<file path="config.mk">
export PLATFORM = sky130hd
export DESIGN_NAME = dnw_alu
export DESIGN_NICKNAME = d
export VERILOG_FILES = /design/src/hw/rtl/dnw_pkg.sv /design/src/hw/rtl/dnw_alu.sv
export SDC_FILE = /design/constraint.sdc
export NUM_CORES = 1
export LEC_CHECK = 0
export BUFFER_PORTS_ARGS = -buffer_cell sky130_fd_sc_hd__buf_2
export CORE_ASPECT_RATIO = 0.9
export CORE_UTILIZATION = 48
export DETAILED_ROUTE_END_ITERATION = 8
export PLACE_DENSITY_LB_ADDON = 0.3
export SYNTH_ARGS = -nofsm -noshare
export SYNTH_HDL_FRONTEND = slang
export SYNTH_SLANG_ARGS = --single-unit
</file>
<file path="constraint.sdc">
create_clock -name vclk -period 3.3
set_input_delay 0.165 -clock vclk [all_inputs]
set_output_delay 0.165 -clock vclk [all_outputs]
set_load 0.02 [all_outputs]
</file>
<file path="src/hw/rtl/dnw_pkg.sv">
package dnw_pkg;

  localparam int OFF_W  = 9;
  localparam int DATA_W = 8;
  localparam int LEN_W  = 10;
  localparam int TGT_W  = 14;
  localparam int NEXT_W = 10;
  localparam int POS_W  = 14;
  // Wide enough for a pointer target plus a full label and two more bytes.
  localparam int CUR_W  = 15;
  localparam int PTR_LOW_W = 6;

  localparam logic [DATA_W-1:0] PTR_MASK = 8'hC0;
  localparam logic [DATA_W-1:0] LEN_MASK = 8'h3F;

  localparam logic CMD_LOAD   = 1'b0;
  localparam logic CMD_DECODE = 1'b1;

  typedef enum logic [1:0] {
    EV_LABEL   = 2'd0,
    EV_POINTER = 2'd1,
    EV_DONE    = 2'd2,
    EV_ERROR   = 2'd3
  } ev_kind_t;

  typedef enum logic [2:0] {
    ERR_NONE = 3'd0,
    ERR_ROOM = 3'd1,
    ERR_ZERO = 3'd2,
    ERR_PAST = 3'd3,
    ERR_CAP  = 3'd4
  } err_code_t;

  typedef enum logic [2:0] {
    S_IDLE,
    S_CHK,
    S_RDB,
    S_RDN,
    S_RDL,
    S_EMIT,
    S_DONE
  } state_t;

  typedef struct packed {
    ev_kind_t          kind;
    logic [OFF_W-1:0]  label_offset;
    logic [DATA_W-1:0] label_length;
    logic              dot_follows;
    logic [TGT_W-1:0]  pointer_target;
    logic [NEXT_W-1:0] next_offset;
    err_code_t         error_code;
    logic              last;
  } evt_t;

  typedef struct packed {
    logic [CUR_W-1:0] sum;
    logic             gt;
    logic             ge;
  } alu_res_t;

  function automatic evt_t mk_error(err_code_t code);
    evt_t e;
    e            = '0;
    e.kind       = EV_ERROR;
    e.error_code = code;
    e.last       = 1'b1;
    return e;
  endfunction

endpackage

</file>
<file path="src/hw/rtl/dnw_alu.sv">
module dnw_alu (
  input  logic [dnw_pkg::CUR_W-1:0] opa,
  input  logic [dnw_pkg::CUR_W-1:0] opb,
  input  logic [dnw_pkg::CUR_W-1:0] lim,
  output dnw_pkg::alu_res_t         res
);
  import dnw_pkg::*;

  logic [CUR_W-1:0] sum;

  assign sum     = opa + opb;
  assign res.sum = sum;
  assign res.gt  = (sum > lim);
  assign res.ge  = (sum >= lim);
endmodule

</file>
==> results of run 1 <==
## logic make-up after synthesis
kind of cell               after synthesis  share of synthesized area (%)
adders and majority gates               30                           33.4
muxes                                    2                           1.74
and+or+nand+nor                         51                           23.3
xor gates and xnor gates                10                           7.63
buffers and inverters                   23                           7.63
AOI/OAI and AO/OA                       47                           26.3
## path summary, 6_finish.rpt
check,slack [ps],from,end,cells past startpoint
worst max-delay path,240,opb[0],res[1],15
worst min-delay path,700,opb[0],res[2],3
## cells in the mapped netlist (2+ instances only)
| cell type | number | area (um^2) |
|---|---|---|
| sky130_fd_sc_hd__a21o_1 | 5 | 37.5 |
| sky130_fd_sc_hd__a21oi_1 | 19 | 95.1 |
| sky130_fd_sc_hd__ha_1 | 29 | 363 |
| sky130_fd_sc_hd__inv_1 | 21 | 78.8 |
| sky130_fd_sc_hd__mux2i_1 | 2 | 20.0 |
| sky130_fd_sc_hd__nand2_1 | 9 | 33.8 |
| sky130_fd_sc_hd__nand2b_1 | 3 | 18.8 |
| sky130_fd_sc_hd__nand3_1 | 5 | 25.0 |
| sky130_fd_sc_hd__nand4_1 | 5 | 31.3 |
| sky130_fd_sc_hd__nand4b_1 | 2 | 17.5 |
| sky130_fd_sc_hd__nor2_1 | 15 | 56.3 |
| sky130_fd_sc_hd__nor2b_1 | 6 | 37.5 |
| sky130_fd_sc_hd__o211ai_1 | 3 | 22.5 |
| sky130_fd_sc_hd__o21ai_0 | 9 | 45.0 |
| sky130_fd_sc_hd__xnor2_1 | 8 | 70.1 |
| sky130_fd_sc_hd__xor2_1 | 2 | 17.5 |
## metal layers
metal,track usage [%],vias up,routed length [um]
met3,0,0,110
met2,36.0,38,1280
met1,32.1,594,1430
met4,0.877,0,0
met5,0,-,0
li1,-,706,-
## timing repair
| item | CTS | global route |
|---|---|---|
| gates resized for setup | 0 | 2 |
| hold buffers | 0 | 0 |
| endpoints found under the setup margin | 0 | 2 |
## tightest hold or removal path, stage by stage
cell                    delay [ps]
sky130_fd_sc_hd__buf_2          80
sky130_fd_sc_hd__ha_1          130
sky130_fd_sc_hd__buf_2         160
## stage by stage
step	hold slack (ps)	utilization, %	worst slack, ps
3_3_place_gp	690	66.7	208
5_1_grt	718	66.9	17.0
4_1_cts	706	66.7	124
6_report	704	66.9	238
2_1_floorplan	544	-	38.7
3_5_place_dp	704	66.7	138
## power groups by stage
stage          clock (mW)  combinational [mW]  sequential (mW)
2_1_floorplan           0               0.267                0
3_3_place_gp            0               0.375                0
3_5_place_dp            0               0.382                0
4_1_cts                 0               0.383                0
5_1_grt                 0               0.429                0
6_report                0               0.388                0
## cell type report
cell class | instances | area (um^2)
fill | 236 | 734
inverter | 21 | 78.8
multi-input combinational | 140 | 1060
tap | 27 | 33.8
timing repair buffer | 62 | 310
==> impl_results.md, run 1 <==
- Outcome: finished, final reports clean
- PnR Total Power: 0.388 mW
- HP Class: primary input to output port
- Core area: 2220 um^2
- Part of the total power dissipated in combinational logic: 100.0%
- Final ANT Viol Nets: 0
- Area delta synth->final: 29.7%
- Global-route total usage across every layer: a little over a fifth
- Combined buffer and inverter count along the critical path: 3
- Count of pins on the block boundary: between 60 and 70
- Pin count of the biggest net entering global routing: 9
- Crit-path max FO: 3
- Cell type of the slowest stage on the worst timing path: sky130_fd_sc_hd__fa_1
- Netlist cell types: 36
- Cell internal pwr: about 0.16 mW
- Number of antenna violations at the first check in global routing: 0
- Mean post-synth cell area: 7.04 um^2
- Starting utilization of the core area: 51.6%
- Vias in the first global route: 1124
- Wire length of the first global-routing pass: 4420 um
- Congestion Overflow GR: 0
- Count of flip-flops and latches: 0
- Number of cells after detailed placement: 250
- Syn_nets: 238
- CP Data Arrival Time: 2900 ps
- Sequential fraction of design power: 0%
- VDD IR max: 0.166 mV
- Power Dens Cells: 261 nW/um^2
- FF+latch area: 0 um^2
- Final hold vios: 0
- Maximum cell stage delay along the critical path: 390 ps
- Worst Tran Pin Value: 521 ps
- Final cycle utilization of the critical path: about 93%
- Crit-path cells: buf_2 -> ha_1 -> inv_1 -> fa_1 -> nor2b_1 -> o211ai_1 -> a21oi_1 -> o21ai_0 -> xnor2_1 -> ha_1 -> a21oi_1 -> a21oi_1 -> a211oi_2 -> a21boi_0 -> buf_2
- Crit end category: output port
- Horiz. Die Dim: 53.5 um
- Post-synthesis cell count: 163
- Total setup buffers inserted after CTS: 0
- Fraction of power spent switching nets: roughly 59%
- Critical path start-end classification: primary input to output port
- Net total in the final layout: 300
- Clock tree buffer count of the final layout: 0
- Pleak: 0.830 nW
- WP data required: 3130 ps
- Placement Cell Area: about 1500 um^2
- Pins Over Slew Limit: 0
- Net switching power: 0.227 mW
- Relative slew margins: 64.9%
- Post-detailed-route DRC marker count: 0
- Average wire per standard cell: 11.3 um
- Fraction of final layout cells sized beyond drive strength 1: around 30%
- Number of cells in the finished layout apart from fillers: 250
- Number of antenna repair diodes: 0
- Leading cell types in the layout, fill and taps excluded: sky130_fd_sc_hd__buf_2 (62), sky130_fd_sc_hd__ha_1 (29), sky130_fd_sc_hd__inv_1 (21)
- Count of port buffers added during placement: 62
- Gpl congestion: 0.836
- Leading cell type in the layout, fill and taps excluded: sky130_fd_sc_hd__buf_2
- Final critical-path required period: between 3000 and 4000 ps
- Die Y: 48.4 um
- Starting DRC count in detailed routing: 22
- Top cell by count, worst path: sky130_fd_sc_hd__a21oi_1
- Number of failing setup endpoints in the final timing report: 0
- Count of maximum capacitance violations: 0
- Cell family with most CP delay: compound AO/OA/AOI/OAI gates
- Part of the Yosys area used for sequential elements: 0%
- Via count of the routed design: 1338
- Max frequency: 327 MHz
- Post-route cell area: 1490 um^2
- Routed wire length: 2820 um
- DP HPWL: 2530 um
- Clock network fraction of design power: 0%
- Startpoint type of the worst setup path: primary input
- Area of the die: 2590 um^2
- Via-to-Cell Ratio: between 5 and 6
- First-pass iteration count of the detailed router: 4
- Number of standard-cell rows in the floorplan: 16
- Final-layout setup total negative slack: 0 ps
- Netlist Area Pre-Place: 1150 um^2
- Setup repair after global routing missed its margin: false
- Yosys warns: 0
Power figures use the tool's default switching activity.
==> inputs of run 2 (changes only) <==
--- a/config.mk
+++ b/config.mk
@@ -5,10 +5,11 @@
 export SDC_FILE = /design/constraint.sdc
 export NUM_CORES = 1
 export LEC_CHECK = 0
-export BUFFER_PORTS_ARGS = -buffer_cell sky130_fd_sc_hd__buf_2
+export CAP_MARGIN = 10
 export CORE_ASPECT_RATIO = 0.9
-export CORE_UTILIZATION = 48
+export CORE_UTILIZATION = 63
 export DETAILED_ROUTE_END_ITERATION = 8
+export DONT_BUFFER_PORTS = 1
 export PLACE_DENSITY_LB_ADDON = 0.3
 export SYNTH_ARGS = -nofsm -noshare
 export SYNTH_HDL_FRONTEND = slang
==> constraint.sdc (replaced) <==
create_clock -name vclk -period 3.6
set_input_delay 0.18 -clock vclk [all_inputs]
set_output_delay 0.18 -clock vclk [all_outputs]
set_load 0.02 [all_outputs]
==> run 2 against run 1 <==
  * Wire length down 4.9%
  * Power down 17%
  * Worst setup slack better by 240 ps
  * Utilization up 6.1 points
  * Clock-buffer cell count unchanged
  * Global-route usage up 4.7 points
  * Critical path depth down 3
==> impl_results.md, run 2 (same netlist as run 1, synthesis figures left out) <==
- Horiz. Die Dim: 47.0 um (-12%)
- Via-to-Cell Ratio: 6.18 (+15%)
- Final cycle utilization of the critical path: 86.6%
- Leading cell types in the layout, fill and taps excluded: sky130_fd_sc_hd__ha_1 (29), sky130_fd_sc_hd__inv_1 (21), sky130_fd_sc_hd__a21oi_1 (19)
- Area of the die: 2000 um^2 (-23%)
- Number of standard-cell rows in the floorplan: 14 (-2)
- Net total in the final layout: 246 (-18%)
- Setup repair after global routing missed its margin: false
- Post-route cell area: 1230 um^2 (-17%)
- Part of the total power dissipated in combinational logic: 100.0% (about the same)
- Routed wire length: 2680 um (-4.9%)
- Global-route total usage across every layer: 26.3% (+4.7 points)
- Number of antenna violations at the first check in global routing: 0 (unchanged)
- Number of antenna repair diodes: 0 (unchanged)
- Average wire per standard cell: 13.9 um (+23%)
- Clock network fraction of design power: 0% (unchanged)
- Net switching power: 0.197 mW (-13%)
- Endpoint of the worst setup timing path: res[1]
- Worst Tran Pin Value: 641 ps (+121 ps)
- Vias in the first global route: 1046 (-6.9%)
- Final ANT Viol Nets: 0 (unchanged)
- Placement Cell Area: 1230 um^2 (-17%)
- Final critical-path required period: about 3100 ps
- Number of failing setup endpoints in the final timing report: 0 (unchanged)
- Critical path start-end classification: primary input to output port
- Sequential fraction of design power: 0% (unchanged)
- Gpl congestion: 0.868 (+3.9%)
- VDD IR max: 0.159 mV (-4.1%)
- Count of flip-flops and latches: 0 (unchanged)
- Final hold vios: 0 (unchanged)
- Final-layout setup total negative slack: 0 ps (unchanged)
- Starting DRC count in detailed routing: 19 (-14%)
- WP data required: 3420 ps (+290 ps)
- Leading cell type in the layout, fill and taps excluded: sky130_fd_sc_hd__ha_1
- Via count of the routed design: 1192 (-11%)
- Pin count of the biggest net entering global routing: 9 (unchanged)
- Fraction of final layout cells sized beyond drive strength 1: 7.10% (-23 points)
- Crit-path max FO: 5 (+2)
- Pins Over Slew Limit: 0 (unchanged)
- Post-detailed-route DRC marker count: 0 (unchanged)
- HP Class: primary input to output port
- Count of pins on the block boundary: 62 (unchanged)
- Relative slew margins: 57.0% (-8.0 points)
- DP HPWL: 2380 um (-6.0%)
- Number of resized instances in the post-cts repair step: 0 (unchanged)
- Wire length of the first global-routing pass: 4080 um (-7.8%)
- Outcome: finished, final reports clean
- FF+latch area: 0 um^2 (unchanged)
- Quantity of hold-fixing buffers added after cts: 0 (unchanged)
- Count of port buffers added during placement: 0 (-100%)
- Core area: 1680 um^2 (-24%)
- Area delta synth->final: 7.09%
- Max frequency: around 320 MHz
- Startpoint type of the worst setup path: primary input
- CP Data Arrival Time: 2940 ps (+40 ps)
- Cell internal pwr: 0.126 mW (-21%)
- Crit. Startpoint: opa[4]
- Pleak: 0.623 nW (-25%)
- Fraction of power spent switching nets: 60.9% (+2.3 points)
- Congestion Overflow GR: 0 (unchanged)
- Crit end category: output port
- Count of maximum capacitance violations: 0 (unchanged)
- Starting utilization of the core area: 68.2% (+17 points)
- Die Y: 42.5 um (-12%)
- Power Dens Cells: 263 nW/um^2 (+0.87%)
- Clock tree buffer count of the final layout: 0 (unchanged)
- First-pass iteration count of the detailed router: 4 (unchanged)
- Total setup buffers inserted after CTS: 0 (unchanged)
## run 2: worst min path at each step
stage | startpoint | end | slack [ps] | cells after the start
5_1_grt | opb[0] | res[2] | 600 | 1
2_1_floorplan | opb[0] | res[2] | 570 | 1
6_report | opb[0] | res[2] | 580 | 1
3_5_place_dp | opb[0] | res[2] | 580 | 1
3_3_place_gp | opb[0] | res[2] | 590 | 1
4_1_cts | opb[0] | res[2] | 580 | 1
## run 2: cell type report
type	count	area, um^2
fillers	150	453
well taps	24	30.0
inverters	21	78.8
repair buffers	8	60.1
multi-input cells	140	1060
## run 2: critical path, cell delays in order
cell and delay [ps]:
sky130_fd_sc_hd__ha_1 360, sky130_fd_sc_hd__a21o_1 260, sky130_fd_sc_hd__a31oi_2 250, sky130_fd_sc_hd__a21oi_1 150
sky130_fd_sc_hd__o41ai_2 260, sky130_fd_sc_hd__xnor2_1 270, sky130_fd_sc_hd__ha_1 260, sky130_fd_sc_hd__a21o_1 170
sky130_fd_sc_hd__a21o_1 170, sky130_fd_sc_hd__a211oi_1 280, sky130_fd_sc_hd__a21boi_0 140, sky130_fd_sc_hd__buf_4 180
## run 2: power by group through the flow
stage / clock network [mW] / logic, mW / registers (mW)
6_report: 0 / 0.323 / 0
5_1_grt: 0 / 0.356 / 0
4_1_cts: 0 / 0.322 / 0
3_5_place_dp: 0 / 0.321 / 0
3_3_place_gp: 0 / 0.308 / 0
2_1_floorplan: 0 / 0.245 / 0
## run 2: layer usage
metal | track usage (%) | vias up | wire (um)
met5 | 0 | - | 0
met4 | 0 | 0 | 0
met3 | 0 | 0 | 187
met2 | 46.9 | 50 | 1270
met1 | 36.8 | 540 | 1220
li1 | - | 602 | -
## run 2: per-stage QoR
step / hold WS (ps) / cells / utilization, % / setup WS (ps) / power, mW
2_1_floorplan: 574 / 163 / - / 309 / 0.245
3_3_place_gp: 585 / 193 / 73.1 / 556 / 0.308
3_5_place_dp: 584 / 193 / 73.1 / 513 / 0.321
4_1_cts: 585 / 193 / 73.1 / 492 / 0.322
5_1_grt: 600 / 193 / 73.1 / 275 / 0.356
6_report: 583 / 193 / 73.1 / 482 / 0.323
